**src/rtl/mtu_pkg.sv**
```systemverilog
// Package with the shared types and constants of the membership table update block.
package mtu_pkg;

  localparam int unsigned TableEntries = 16;
  localparam int unsigned IdxW = $clog2(TableEntries);
  localparam int unsigned CntW = $clog2(TableEntries + 1);
  localparam int unsigned AddrW = 32;
  localparam int unsigned IncW = 31;
  localparam int unsigned StampW = 20;
  localparam int unsigned EntryW = AddrW + IncW + 1 + StampW;

  localparam logic OpGossip = 1'b0;
  localparam logic OpJoin = 1'b1;
  localparam logic KindForward = 1'b0;
  localparam logic KindCopy = 1'b1;

  typedef struct packed {
    logic [AddrW-1:0]  addr;
    logic [IncW-1:0]   inc;
    logic              alive;
    logic [StampW-1:0] stamp;
  } entry_t;

  // Commands from the controller to the datapath.
  typedef struct packed {
    logic            load;      // capture the input beat
    logic            rd_en;     // read the table entry at idx
    logic [IdxW-1:0] idx;
    logic            search;    // compare the read entry with the node address
    logic            clr_hit;
    logic            update;    // write back the decided change
    logic            emit;      // present a result from the read entry
    logic            emit_kind;
  } ctrl_t;

  // Status from the datapath to the controller.
  typedef struct packed {
    logic            hit;
    logic            changed;   // decision after the search
    logic            rd_alive;  // the entry just read is alive
    logic [CntW-1:0] count;
    logic            opcode;
  } stat_t;

endpackage

```
**src/rtl/mtu_ram.sv**
```systemverilog
// Generic simple dual-port RAM (one write port, one read port) with registered read.
module mtu_ram #(
  parameter int unsigned Width = 8,
  parameter int unsigned Depth = 16
) (
  input  logic                     clk_i,
  input  logic                     we_i,
  input  logic [$clog2(Depth)-1:0] waddr_i,
  input  logic [Width-1:0]         wdata_i,
  input  logic                     re_i,
  input  logic [$clog2(Depth)-1:0] raddr_i,
  output logic [Width-1:0]         rdata_o
);

  logic [Width-1:0] mem_q [Depth];

  always_ff @(posedge clk_i) begin
    if (we_i) begin
      mem_q[waddr_i] <= wdata_i;
    end
    if (re_i) begin
      rdata_o <= mem_q[raddr_i];
    end
  end

endmodule

```
**src/rtl/mtu_datapath.sv**
```systemverilog
// Datapath of the membership table update: message registers, table and result registers.
module mtu_datapath (
  input  logic                 clk_i,
  input  logic                 rst_ni,
  input  logic                 opcode_i,
  input  logic [31:0]          node_addr_i,
  input  logic [30:0]          node_incarnation_i,
  input  logic                 node_alive_i,
  input  logic [19:0]          msg_stamp_i,
  input  logic [31:0]          sender_addr_i,
  input  logic [19:0]          now_stamp_i,
  input  mtu_pkg::ctrl_t       ctrl_i,
  output mtu_pkg::stat_t       stat_o,
  output logic                 send_kind_o,
  output logic [31:0]          dest_addr_o,
  output logic [31:0]          out_addr_o,
  output logic [30:0]          out_incarnation_o,
  output logic                 out_alive_o,
  output logic                 out_type_o,
  output logic [19:0]          out_stamp_o
);

  logic                      op_q;
  logic [31:0]               addr_q, sender_q;
  logic [30:0]               inc_q;
  logic                      alive_q;
  logic [19:0]               mstamp_q, now_q;
  logic                      hit_q, hit_d;
  logic [mtu_pkg::IdxW-1:0]  hidx_q, hidx_d;
  logic [mtu_pkg::IdxW-1:0]  ridx_q;
  mtu_pkg::entry_t           hent_q, hent_d;
  logic [mtu_pkg::CntW-1:0]  count_q, count_d;
  mtu_pkg::entry_t           rd_ent, wr_ent;
  logic [mtu_pkg::EntryW-1:0] rdata;
  logic                      changed, do_ins, we;
  logic [mtu_pkg::IdxW-1:0]  waddr;
  logic                      full;

  mtu_ram #(.Width(mtu_pkg::EntryW), .Depth(mtu_pkg::TableEntries)) u_ram (
    .clk_i  (clk_i),
    .we_i   (we),
    .waddr_i(waddr),
    .wdata_i(wr_ent),
    .re_i   (ctrl_i.rd_en),
    .raddr_i(ctrl_i.idx),
    .rdata_o(rdata)
  );

  assign rd_ent = mtu_pkg::entry_t'(rdata);
  assign full = (count_q == mtu_pkg::CntW'(mtu_pkg::TableEntries));

  always_ff @(posedge clk_i) begin
    if (ctrl_i.load) begin
      op_q     <= opcode_i;
      addr_q   <= node_addr_i;
      inc_q    <= node_incarnation_i;
      alive_q  <= node_alive_i;
      mstamp_q <= msg_stamp_i;
      sender_q <= sender_addr_i;
      now_q    <= now_stamp_i;
    end
    // Slot index of the entry that the RAM presents in the following cycle.
    if (ctrl_i.rd_en) begin
      ridx_q <= ctrl_i.idx;
    end
    hidx_q <= hidx_d;
    hent_q <= hent_d;
  end

  always_comb begin
    hit_d  = hit_q;
    hidx_d = hidx_q;
    hent_d = hent_q;
    if (ctrl_i.clr_hit) begin
      hit_d = 1'b0;
    end else if (ctrl_i.search && !hit_q && rd_ent.addr == addr_q) begin
      hit_d  = 1'b1;
      hidx_d = ridx_q;
      hent_d = rd_ent;
    end
  end

  // Decision, taken once the search is complete.
  always_comb begin
    changed = 1'b0;
    do_ins  = 1'b0;
    wr_ent.addr  = addr_q;
    wr_ent.inc   = inc_q;
    wr_ent.alive = alive_q;
    wr_ent.stamp = now_q;
    if (op_q == mtu_pkg::OpGossip) begin
      if (hit_q) begin
        if (inc_q == hent_q.inc) begin
          changed = !alive_q && hent_q.alive;
        end else if (inc_q > hent_q.inc) begin
          changed = 1'b1;
        end
      end else if (alive_q && !full) begin
        changed = 1'b1;
        do_ins  = 1'b1;
      end
    end else begin
      changed = 1'b1;
      if (hit_q) begin
        wr_ent.alive = 1'b1;
      end else begin
        do_ins = !full;
        changed = !full;
      end
    end
  end

  assign we    = ctrl_i.update && changed;
  assign waddr = hit_q ? hidx_q : count_q[mtu_pkg::IdxW-1:0];

  always_comb begin
    count_d = count_q;
    if (ctrl_i.update && do_ins) begin
      count_d = count_q + 1'b1;
    end
  end

  always_ff @(posedge clk_i or negedge rst_ni) begin
    if (!rst_ni) begin
      count_q <= '0;
      hit_q   <= 1'b0;
    end else begin
      count_q <= count_d;
      hit_q   <= hit_d;
    end
  end

  always_ff @(posedge clk_i) begin
    if (ctrl_i.emit) begin
      send_kind_o <= ctrl_i.emit_kind;
      if (ctrl_i.emit_kind == mtu_pkg::KindForward) begin
        dest_addr_o       <= rd_ent.addr;
        out_addr_o        <= addr_q;
        out_incarnation_o <= inc_q;
        out_alive_o       <= alive_q;
        out_type_o        <= op_q;
        out_stamp_o       <= mstamp_q;
      end else begin
        dest_addr_o       <= sender_q;
        out_addr_o        <= rd_ent.addr;
        out_incarnation_o <= rd_ent.inc;
        out_alive_o       <= rd_ent.alive;
        out_type_o        <= mtu_pkg::OpGossip;
        out_stamp_o       <= rd_ent.stamp;
      end
    end
  end

  assign stat_o.hit      = hit_q;
  assign stat_o.changed  = changed;
  assign stat_o.rd_alive = rd_ent.alive;
  assign stat_o.count    = count_q;
  assign stat_o.opcode   = op_q;

endmodule

```
**src/rtl/mtu_ctrl.sv**
```systemverilog
// Controller state machine of the membership table update.
module mtu_ctrl (
  input  logic           clk_i,
  input  logic           rst_ni,
  input  logic           start_i,
  output logic           busy_o,
  output mtu_pkg::ctrl_t ctrl_o,
  input  mtu_pkg::stat_t stat_i,
  output logic           strobe_o,
  output logic           last_item_o
);

  typedef enum logic [6:0] {
    StIdle   = 7'b0000001,
    StSearch = 7'b0000010,
    StDecide = 7'b0000100,
    StFwd    = 7'b0001000,
    StCopy   = 7'b0010000,
    StFlush  = 7'b0100000,
    StEnd    = 7'b1000000
  } state_e;

  state_e                   state_q, state_d;
  logic [mtu_pkg::CntW-1:0] ptr_q, ptr_d;     // next entry to read
  logic                     rdv_q, rdv_d;     // a read of entry ptr_q-1 is in flight
  logic                     pend_q, pend_d;   // a result register holds an unsent beat
  logic                     strobe_q, strobe_d;
  logic                     last_q, last_d;
  logic                     emit_now, pend_next;
  logic                     more_rd;

  assign busy_o      = (state_q != StIdle);
  assign strobe_o    = strobe_q;
  assign last_item_o = last_q;
  assign more_rd     = (ptr_q < stat_i.count);

  // Results are held one step in the result register, so that the last one can be
  // flagged once the scan has ended.
  always_comb begin
    state_d  = state_q;
    ptr_d    = ptr_q;
    rdv_d    = 1'b0;
    pend_d   = pend_q;
    strobe_d = 1'b0;
    last_d   = 1'b0;
    ctrl_o   = '0;
    ctrl_o.idx = ptr_q[mtu_pkg::IdxW-1:0];
    emit_now = 1'b0;
    pend_next = 1'b0;
    case (state_q)
      StIdle: begin
        if (start_i) begin
          ctrl_o.load    = 1'b1;
          ctrl_o.clr_hit = 1'b1;
          ptr_d   = '0;
          pend_d  = 1'b0;
          state_d = StSearch;
        end
      end
      StSearch: begin
        ctrl_o.search = rdv_q;
        if (more_rd) begin
          ctrl_o.rd_en = 1'b1;
          ptr_d = ptr_q + 1'b1;
          rdv_d = 1'b1;
        end else if (!rdv_q) begin
          state_d = StDecide;
        end
      end
      StDecide: begin
        ctrl_o.update = 1'b1;
        ptr_d = '0;
        if (stat_i.changed || stat_i.opcode == mtu_pkg::OpJoin) begin
          state_d = StFwd;
        end else begin
          state_d = StEnd;
        end
      end
      StFwd, StCopy: begin
        if (rdv_q && (state_q == StCopy || stat_i.rd_alive)) begin
          emit_now = 1'b1;
          ctrl_o.emit = 1'b1;
          ctrl_o.emit_kind = (state_q == StCopy) ? mtu_pkg::KindCopy
                                                 : mtu_pkg::KindForward;
        end
        if (more_rd) begin
          ctrl_o.rd_en = 1'b1;
          ptr_d = ptr_q + 1'b1;
          rdv_d = 1'b1;
        end else if (!rdv_q) begin
          ptr_d = '0;
          if (state_q == StFwd && stat_i.opcode == mtu_pkg::OpJoin) begin
            state_d = StCopy;
          end else begin
            state_d = StFlush;
          end
        end
      end
      StFlush: begin
        strobe_d = pend_q;
        last_d   = pend_q;
        pend_d   = 1'b0;
        state_d  = StEnd;
      end
      StEnd: begin
        state_d = StIdle;
      end
      default: begin
        state_d = StIdle;
      end
    endcase
    if (emit_now) begin
      pend_next = 1'b1;
    end
    if (emit_now) begin
      strobe_d = 1'b0;
      pend_d   = pend_next;
    end
  end

  always_ff @(posedge clk_i or negedge rst_ni) begin
    if (!rst_ni) begin
      state_q    <= StIdle;
      ptr_q      <= '0;
      rdv_q      <= 1'b0;
      pend_q     <= 1'b0;
      strobe_q   <= 1'b0;
      last_q     <= 1'b0;
    end else begin
      state_q    <= state_d;
      ptr_q      <= ptr_d;
      rdv_q      <= rdv_d;
      pend_q     <= pend_d;
      strobe_q   <= strobe_d;
      last_q     <= last_d;
    end
  end

endmodule

```
**src/rtl/membership_table_update_top.sv**
```systemverilog
// Top level of the membership table update block.
//
// Channel   Direction  Beat accepted when
// input     in         start high and busy low at a rising edge
// result    out        strobe_o high for one cycle; the receiver cannot stall
//
// An item first reads every filled slot, one a cycle, to find the node, then writes back
// the change. Forwards and table copies each take one more scan of the filled slots
// through the single RAM read port, so a join costs about three scans. Results leave
// through a one-beat holding stage so that the final beat carries last_item_o.
// Reset empties the table by clearing the fill count; no clearing pass is needed.
module membership_table_update_top (
  input  logic        clk_i,
  input  logic        rst_ni,
  input  logic        start,
  output logic        busy,
  input  logic        opcode_i,
  input  logic [31:0] node_addr_i,
  input  logic [30:0] node_incarnation_i,
  input  logic        node_alive_i,
  input  logic [19:0] msg_stamp_i,
  input  logic [31:0] sender_addr_i,
  input  logic [19:0] now_stamp_i,
  output logic        strobe_o,
  output logic        send_kind_o,
  output logic [31:0] dest_addr_o,
  output logic [31:0] out_addr_o,
  output logic [30:0] out_incarnation_o,
  output logic        out_alive_o,
  output logic        out_type_o,
  output logic [19:0] out_stamp_o,
  output logic        last_item_o
);

  mtu_pkg::ctrl_t ctrl;
  mtu_pkg::stat_t stat;
  logic           emit_strobe, emit_last;

  // Raw beat from the datapath, held one stage here.
  logic        r_kind;
  logic [31:0] r_dest, r_addr;
  logic [30:0] r_inc;
  logic        r_alive, r_type;
  logic [19:0] r_stamp;
  logic        hold_q;

  mtu_ctrl u_ctrl (
    .clk_i      (clk_i),
    .rst_ni     (rst_ni),
    .start_i    (start),
    .busy_o     (busy),
    .ctrl_o     (ctrl),
    .stat_i     (stat),
    .strobe_o   (emit_strobe),
    .last_item_o(emit_last)
  );

  mtu_datapath u_dp (
    .clk_i             (clk_i),
    .rst_ni            (rst_ni),
    .opcode_i          (opcode_i),
    .node_addr_i       (node_addr_i),
    .node_incarnation_i(node_incarnation_i),
    .node_alive_i      (node_alive_i),
    .msg_stamp_i       (msg_stamp_i),
    .sender_addr_i     (sender_addr_i),
    .now_stamp_i       (now_stamp_i),
    .ctrl_i            (ctrl),
    .stat_o            (stat),
    .send_kind_o       (r_kind),
    .dest_addr_o       (r_dest),
    .out_addr_o        (r_addr),
    .out_incarnation_o (r_inc),
    .out_alive_o       (r_alive),
    .out_type_o        (r_type),
    .out_stamp_o       (r_stamp)
  );

  // The datapath result register is loaded by each emit command. When a
  // newer beat is about to be loaded while an older one is held, the older one is
  // copied out as a non-final beat; the controller flush sends the final one.
  always_ff @(posedge clk_i or negedge rst_ni) begin
    if (!rst_ni) begin
      hold_q      <= 1'b0;
      strobe_o    <= 1'b0;
      last_item_o <= 1'b0;
    end else begin
      strobe_o    <= (ctrl.emit && hold_q) || emit_strobe;
      last_item_o <= emit_last && !(ctrl.emit && hold_q);
      if (ctrl.load) begin
        hold_q <= 1'b0;
      end else if (ctrl.emit) begin
        hold_q <= 1'b1;
      end else if (emit_strobe) begin
        hold_q <= 1'b0;
      end
    end
  end

  always_ff @(posedge clk_i) begin
    if ((ctrl.emit && hold_q) || emit_strobe) begin
      send_kind_o       <= r_kind;
      dest_addr_o       <= r_dest;
      out_addr_o        <= r_addr;
      out_incarnation_o <= r_inc;
      out_alive_o       <= r_alive;
      out_type_o        <= r_type;
      out_stamp_o       <= r_stamp;
    end
  end

endmodule

```
**config.mk**
```make
export PLATFORM = sky130hd
export DESIGN_NAME = membership_table_update_top
export DESIGN_NICKNAME = d
export VERILOG_FILES = /design/src/rtl/mtu_pkg.sv /design/src/rtl/mtu_ram.sv /design/src/rtl/mtu_datapath.sv /design/src/rtl/mtu_ctrl.sv /design/src/rtl/membership_table_update_top.sv
export SDC_FILE = /design/constraint.sdc
export NUM_CORES = 2
export LEC_CHECK = 0
export BUFFER_PORTS_ARGS = -buffer_cell sky130_fd_sc_hd__buf_2
export CAP_MARGIN = 25
export CORE_MARGIN = 2
export CORE_UTILIZATION = 66
export CTS_CLUSTER_SIZE = 40
export DETAILED_ROUTE_END_ITERATION = 10
export MAX_ROUTING_LAYER = met4
export PLACE_DENSITY_LB_ADDON = 0.1
export SETUP_SLACK_MARGIN = 0.05
export SYNTH_ARGS = -nofsm -noshare
export SYNTH_HDL_FRONTEND = slang
export SYNTH_SLANG_ARGS = --single-unit
export TNS_END_PERCENT = 10
```
**constraint.sdc**
```tcl
create_clock -name clk_i -period 20.1 [get_ports clk_i]
set_input_delay 1.005 -clock clk_i [delete_from_list [all_inputs] [get_ports clk_i]]
set_output_delay 1.005 -clock clk_i [all_outputs]
set_load 0.02 [all_outputs]
```
**Yosys cells after proc, flatten, opt, wreduce, memory -nomap -nowiden**

Memory sizes are Yosys's and may differ from the RTL's. A register that Yosys moved wholly into a read port is not among the register bits.
Index checks and enable logic that the tools add are counted.

- Flip-flop bits (word level): 438
- Bits in latches: 0
- Bits in writable memories: 1,344
- Bits in read-only memories: 0
- Bits of input ports: 140
- Output and inout bits: 121
- Word-level logic and storage cells: 140
- Memories kept: 1

Memories:

| memory | words | bits a word | rd ports | clocked after memory_dff | wr ports | line | RTL |
|---|---|---|---|---|---|---|---|
| u_dp.u_ram.mem_q | 16 | 84 | 1 | 1 | 1 | mtu_ram.sv:15 | `logic [Width-1:0] mem_q [Depth];` |

- Add/subtract/negate cells: 2
- Multiply operators: 0
- Divide/modulo/power cells: 0
- Magnitude comparators: 2
- Equal/unequal tests: 18
- Shift operators: 0
- Multiplexer cells: 53
- Bitwise operators: 1
- Reductions and logical operators: 27

Operators with widths:

| cell | count |
|---|---|
| $mux W32 | 2 |
| $mux W7 | 6 |
| $pmux W7 S5 | 1 |
| $eq A32 B32 Y1 | 1 |
| $mux W1 | 32 |
| $eq A31 B31 Y1 | 1 |
| $gt A31 B31 Y1 | 1 |
| $mux W31 | 1 |
| $mux W20 | 1 |
| $mux W5 | 4 |
| $pmux W5 S4 | 1 |
| $add A5 B1 Y5 const B | 2 |
| $logic_and A1 B1 Y1 | 10 |
| $ne A2 B2 Y1 const B | 5 |
| $eq A7 B1 Y1 const B | 1 |
| $eq A7 B2 Y1 const B | 1 |
| $eq A7 B3 Y1 const B | 1 |
| $eq A7 B4 Y1 const B | 1 |
| $eq A7 B5 Y1 const B | 1 |
| $eq A7 B6 Y1 const B | 1 |
| $ne A7 B1 Y1 const B | 1 |
| $mux W6 | 1 |
| $reduce_bool A3 Y1 | 2 |
| $eq A5 B5 Y1 const B | 1 |
| 17 further kinds | 24 |

**Logic depth before layout (Yosys ltp)**

- Depth in word-level cells: 9
- Gate-level depth with buffers: 9
- Depth with buffers taken out: 8

**Cells and area by module**

Synthesis repeated with hierarchy kept, for this count alone.

- Cells, all modules: 3,013
- Area, all modules: 69,352.8 um2

By module, submodules not included:

| module | times used | cells each | area an instance (um2) | sequential area each (um2) |
|---|---|---|---|---|
| mtu_ram | 1 | 2,154 | 52,893.2 | 42,881.1 |
| mtu_datapath | 1 | 626 | 11,785.1 | 9,008.6 |
| membership_table_update_top | 1 | 126 | 3,653.5 | 3,618.5 |
| mtu_ctrl | 1 | 107 | 1,021.0 | 401.6 |

**Worst setup path before layout**

OpenSTA, ideal clock, no wires.

- Path kind: flip-flop to flip-flop
- From: reg u_dp.inc_q[22]
- To: mem u_dp.u_ram.mem_q[1][0] in the netlist's numbering, enable pin
- Library setup time: 0.733 ns
- Arrival: 9.850 ns
- Required time: 19.367 ns
- Slack: 9.517 ns
- Stages on the path, launching flop included: 8
- Buffers on the path: 0
- Period minus slack after synthesis: 10.583 ns
- Cell sequence: edfxtp_1 -> ha_1 -> nand4_1 -> nor4_1 -> o211ai_1 -> o21ai_0 -> o211ai_2 -> nor4_1

- Cells in the longest elaborated chain, start to end: 8
- Elaborated cells between the ends (all ways): 9
- Those cells by class: order compare: 1; eq/ne: 1; mux: 6; reduce/logical: 1

RTL lines:

| element | line | RTL |
|---|---|---|
| start: declaration | mtu_datapath.sv:25 | `logic [30:0] inc_q;` |
| start signal: assignment | mtu_datapath.sv:56 | `inc_q <= node_incarnation_i;` |
| $gt A31 B31 Y1 | mtu_datapath.sv:95 | `end else if (inc_q > hent_q.inc) begin` |
| $mux W1 | mtu_datapath.sv:95 |  |
| $mux W1 * | mtu_datapath.sv:93 | `if (inc_q == hent_q.inc) begin` |
| $mux W1 * | mtu_datapath.sv:92 | `if (hit_q) begin` |
| $mux W1 * | mtu_datapath.sv:91 | `if (op_q == mtu_pkg::OpGossip) begin` |
| $logic_and A1 B1 Y1 * | mtu_datapath.sv:113 | `assign we = ctrl_i.update && changed;` |
| $mux W1 * | mtu_ram.sv:18 | `if (we_i) begin` |
| $mux W1 (implied by the code) * | mtu_ram.sv:19 | `mem_q[waddr_i] <= wdata_i;` |
| end: declaration | mtu_ram.sv:15 |  |

Mark *: on every way between the ends. The rest lies on a longest branch, timed or not.

**Worst setup path after layout**

- From: reg u_dp.inc_q[29]
- To: mem u_dp.u_ram.mem_q[7][1] in the netlist's numbering, enable pin

Same word-level chain as after synthesis.

==> run summary <==
Status: finished, final reports clean
Critical path peak fanout: 32
Vias in the first global route: 33800
R2r setup slk: 15.48 ns
DIE WIDTH: 329 µm
Worst R2R Start: u_dp.inc_q[29]
Residual DRC: 0
TritonCTS clock tree: yes
Rel. slew slack: 26.0%
Mapped Cells: 3068
Non-filler cells in the finished layout: 4983
Initial antenna violation count: 2
Gr usage total: 30.5%
Initial core utilization: 66.3%
Syn nets: 3246
Final setup violation count: 0
Power per cell area: 117 mW/mm²
Max-slew violation count: 0
WP buf/inv: 3
# nets final: 3622
Crit path time final: 4.62 ns
Worst Path Arrival: 5.03 ns
Finished Cell Area: 0.0783 mm²
Synth warn: 0
Hold Path Class: primary input to async pin
Crit path top cell by count: buf_4
CTS Buf Count: 175
Highest-delay cell along the critical path: nor4_1
Fin Hold WS: 0.268 ns
Number of H-tree levels: 4
First-pass GRT wire length: 227000 µm
Post-DR wirelength/cell: 31.4 µm
WS Path Type: register to register
CTS max path bufs: 3
Initial drt markers: 4765
Post-CTS Setup Inserts: 0
Synthesized flop and latch total: 1866
Fin worst setup slack: 15.48 ns
Required time of the critical path: 20.50 ns
Nature of the critical path endpoint: register
Port bufs: 260
Core area: 0.105 mm²
RSZ-0062 raised after global routing: no
Share of layout cells above drive strength 1: 29.0%
Period utilization: 23.0%
Ports: 261
Setup TNS: 0 ns
# clock sinks: 1866
GRT overflow: 0
PostCTS Resize Cnt: 0
Worst-Skew Late Latency: 0.79 ns
Worst Skew: 0.0340 ns
Final Hold Vio Count: 0
Worst slack, placed: 15.33 ns
Fmax: 0.216 GHz
Die area: 0.108 mm²
Top FF cell, synth: edfxtp_1
Post-synth EDFFs: 1841
Std-Cell Rows: 119
Fraction of registers with async set/reset: 1.34%
Max-cap violations: 0
DRT Wirelength: 157000 µm
Post-DP HPWL: 77900 µm
Die Ht: 329 µm
Vias after detailed routing: 33000
Netlist cell types: 56
Cell breakdown of the critical path: ha_1 -> nand3_1 -> nor4_1 -> o211ai_1 -> o21ai_0 -> o211ai_2 -> buf_8 -> nor3_2 -> buf_4 -> buf_4
RD Place Congestion: 0.775
Synthesis-to-layout area growth: 12.6%
Startpoint class of the critical path: register
Via-to-Cell Ratio: 6.62
Leak: 25.2 nW
Clock Root Buffer: clkbuf_16
VDD IR-drop max: 93.3 µV
CP Launch Point: u_dp.inc_q[29]
Mapped Area: 0.0695 mm²
Reg clk slew, reported paths: 0.06 ns
Dpl cells: 4652
Largest net degree at the start of global routing: 163
Hold buffers post-CTS: 0
CP delay by family, top: buffers and inverters
Final ANT Viol Nets: 0
CP max stage delay: 0.67 ns
Initial DRT Pass Iterations: 6
Area post-placement: 0.0724 mm²
Synth Area per Inst: 22.7 µm²
Post-synthesis sequential area ratio: 80.4%
Worst Tran Pin Value: 1.11 ns
==> cells in the final DEF (no fill, tap or decap), drive strengths merged, types with 3 or more instances in the layout <==
cell type,instances
edfxtp,1841
mux4,420
nand2,367
buf,324
clkbuf,225
clkinv,67
inv,52
ha,38
xnor2,25
dfrtp,24
nor2,20
nor3,20
a21oi,18
o21ai,17
bufinv,14
nand4,12
xor2,12
nand3,12
nor4,12
clkinvlp,7
nor2b,6
diode,5
a211oi,5
a21o,5
a31oi,4
o22ai,3
and2,3
o211ai,3
nor3b,3
==> where the power goes <==
| part | internal, mW | switching [mW] | total [mW] |
|---|---|---|---|
| registers | 4.59 | 0.239 | 4.83 |
| logic | 0.545 | 0.534 | 1.08 |
| clock network | 1.86 | 1.40 | 3.27 |
| total | 7.00 | 2.18 | 9.17 |
==> path summary, 6_finish.rpt <==
kind	end	cells past startpoint
max in group asynchronous	u_ctrl.ptr_q[2]	1
worst min-delay path	strobe_o	1
worst min register to register	out_incarnation_o[4]	0
min in group clk_i	u_dp.mstamp_q[15]	1
worst max-delay path	u_dp.u_ram.mem_q[7][1]	10
worst max register to register	u_dp.u_ram.mem_q[7][1]	10
==> cell usage after synthesis, drive strengths merged (2+ instances only) <==
| master | number | area, µm² |
|---|---|---|
| a21o | 5 | 37.5 |
| a211oi | 5 | 37.5 |
| o21a | 2 | 15.0 |
| edfxtp | 1841 | 55300 |
| nor2b | 6 | 37.5 |
| o21ai | 17 | 85.1 |
| a31oi | 4 | 25.0 |
| xnor2 | 25 | 219 |
| xor2 | 12 | 105 |
| a21bo | 2 | 20.0 |
| inv | 45 | 169 |
| ha | 38 | 475 |
| nor2 | 20 | 75.1 |
| nand2 | 367 | 1380 |
| dfrtp | 24 | 601 |
| clkbuf | 58 | 218 |
| nor4 | 12 | 87.6 |
| a21oi | 18 | 90.1 |
| o32a | 2 | 20.0 |
| and4 | 2 | 17.5 |
| nand4 | 12 | 75.1 |
| a32oi | 2 | 25.0 |
| buf | 67 | 546 |
| mux4 | 420 | 9460 |
| and3 | 2 | 12.5 |
| and2 | 3 | 18.8 |
| o22ai | 3 | 18.8 |
| nor3 | 20 | 100 |
| nand3 | 12 | 65.1 |
| o211ai | 3 | 27.5 |
| nand2b | 2 | 12.5 |
| nor3b | 3 | 27.5 |
| o21bai | 2 | 15.0 |
==> per-layer routing <==
layer,vias to the layer above,part of all wire [%],global-route usage [%]
met5,-,0,-
met4,0,2.5,8.30
met3,271,9.1,5.12
met2,2004,50,47.6
met1,17400,38,43.2
li1,13400,-,-
==> cell type report <==
cell class,instances,area (µm²)
clock buffers,225,4770
clock inverters,95,920
flip-flops and latches,1866,55900
multi-input cells,1032,12800
repair buffers,324,1950
fillers,5580,26500
inverters,45,179
well taps,1391,1740
diodes,5,12.5
==> kinds of logic after synthesis <==
group,count (synthesis),share of synthesized area [%]
and+or+nand+nor,463,2.76
muxes,421,13.6
adders and majority gates,38,0.684
buffers and inverters,170,1.34
xor gates and xnor gates,37,0.466
AOI/OAI and AO/OA,73,0.700
DFF,1866,80.4
==> registers in the layout, summed over array words and instances, names as in the netlist, 7 cells and up <==
name	count
dest_addr_o	32
out_addr_o	32
out_incarnation_o	31
out_stamp_o	20
u_ctrl.state_q	7
u_dp.addr_q	32
u_dp.dest_addr_o	32
u_dp.hent_q	32
u_dp.inc_q	31
u_dp.mstamp_q	20
u_dp.now_q	20
u_dp.out_addr_o	32
u_dp.out_incarnation_o	31
u_dp.out_stamp_o	20
u_dp.sender_q	32
u_dp.u_ram.mem_q	1344
u_dp.u_ram.rdata_o	84
==> worst register-to-register path, cell delays in order (launching register included) <==
cell and delay [ns]:
edfxtp_1 0.62, ha_1 0.42, nand3_1 0.19, nor4_1 0.67, o211ai_1 0.21, o21ai_0 0.32
o211ai_2 0.14, buf_8 0.19, nor3_2 0.25, buf_4 0.58, buf_4 0.62
==> per-stage QoR <==
step	utilization (%)	power (mW)
2_1_floorplan	-	5.67
3_3_place_gp	69.1	5.91
3_5_place_dp	69.1	5.96
4_1_cts	74.5	9.19
5_1_grt	74.7	9.46
6_report	74.7	9.17
Power figures use the tool's default switching activity.
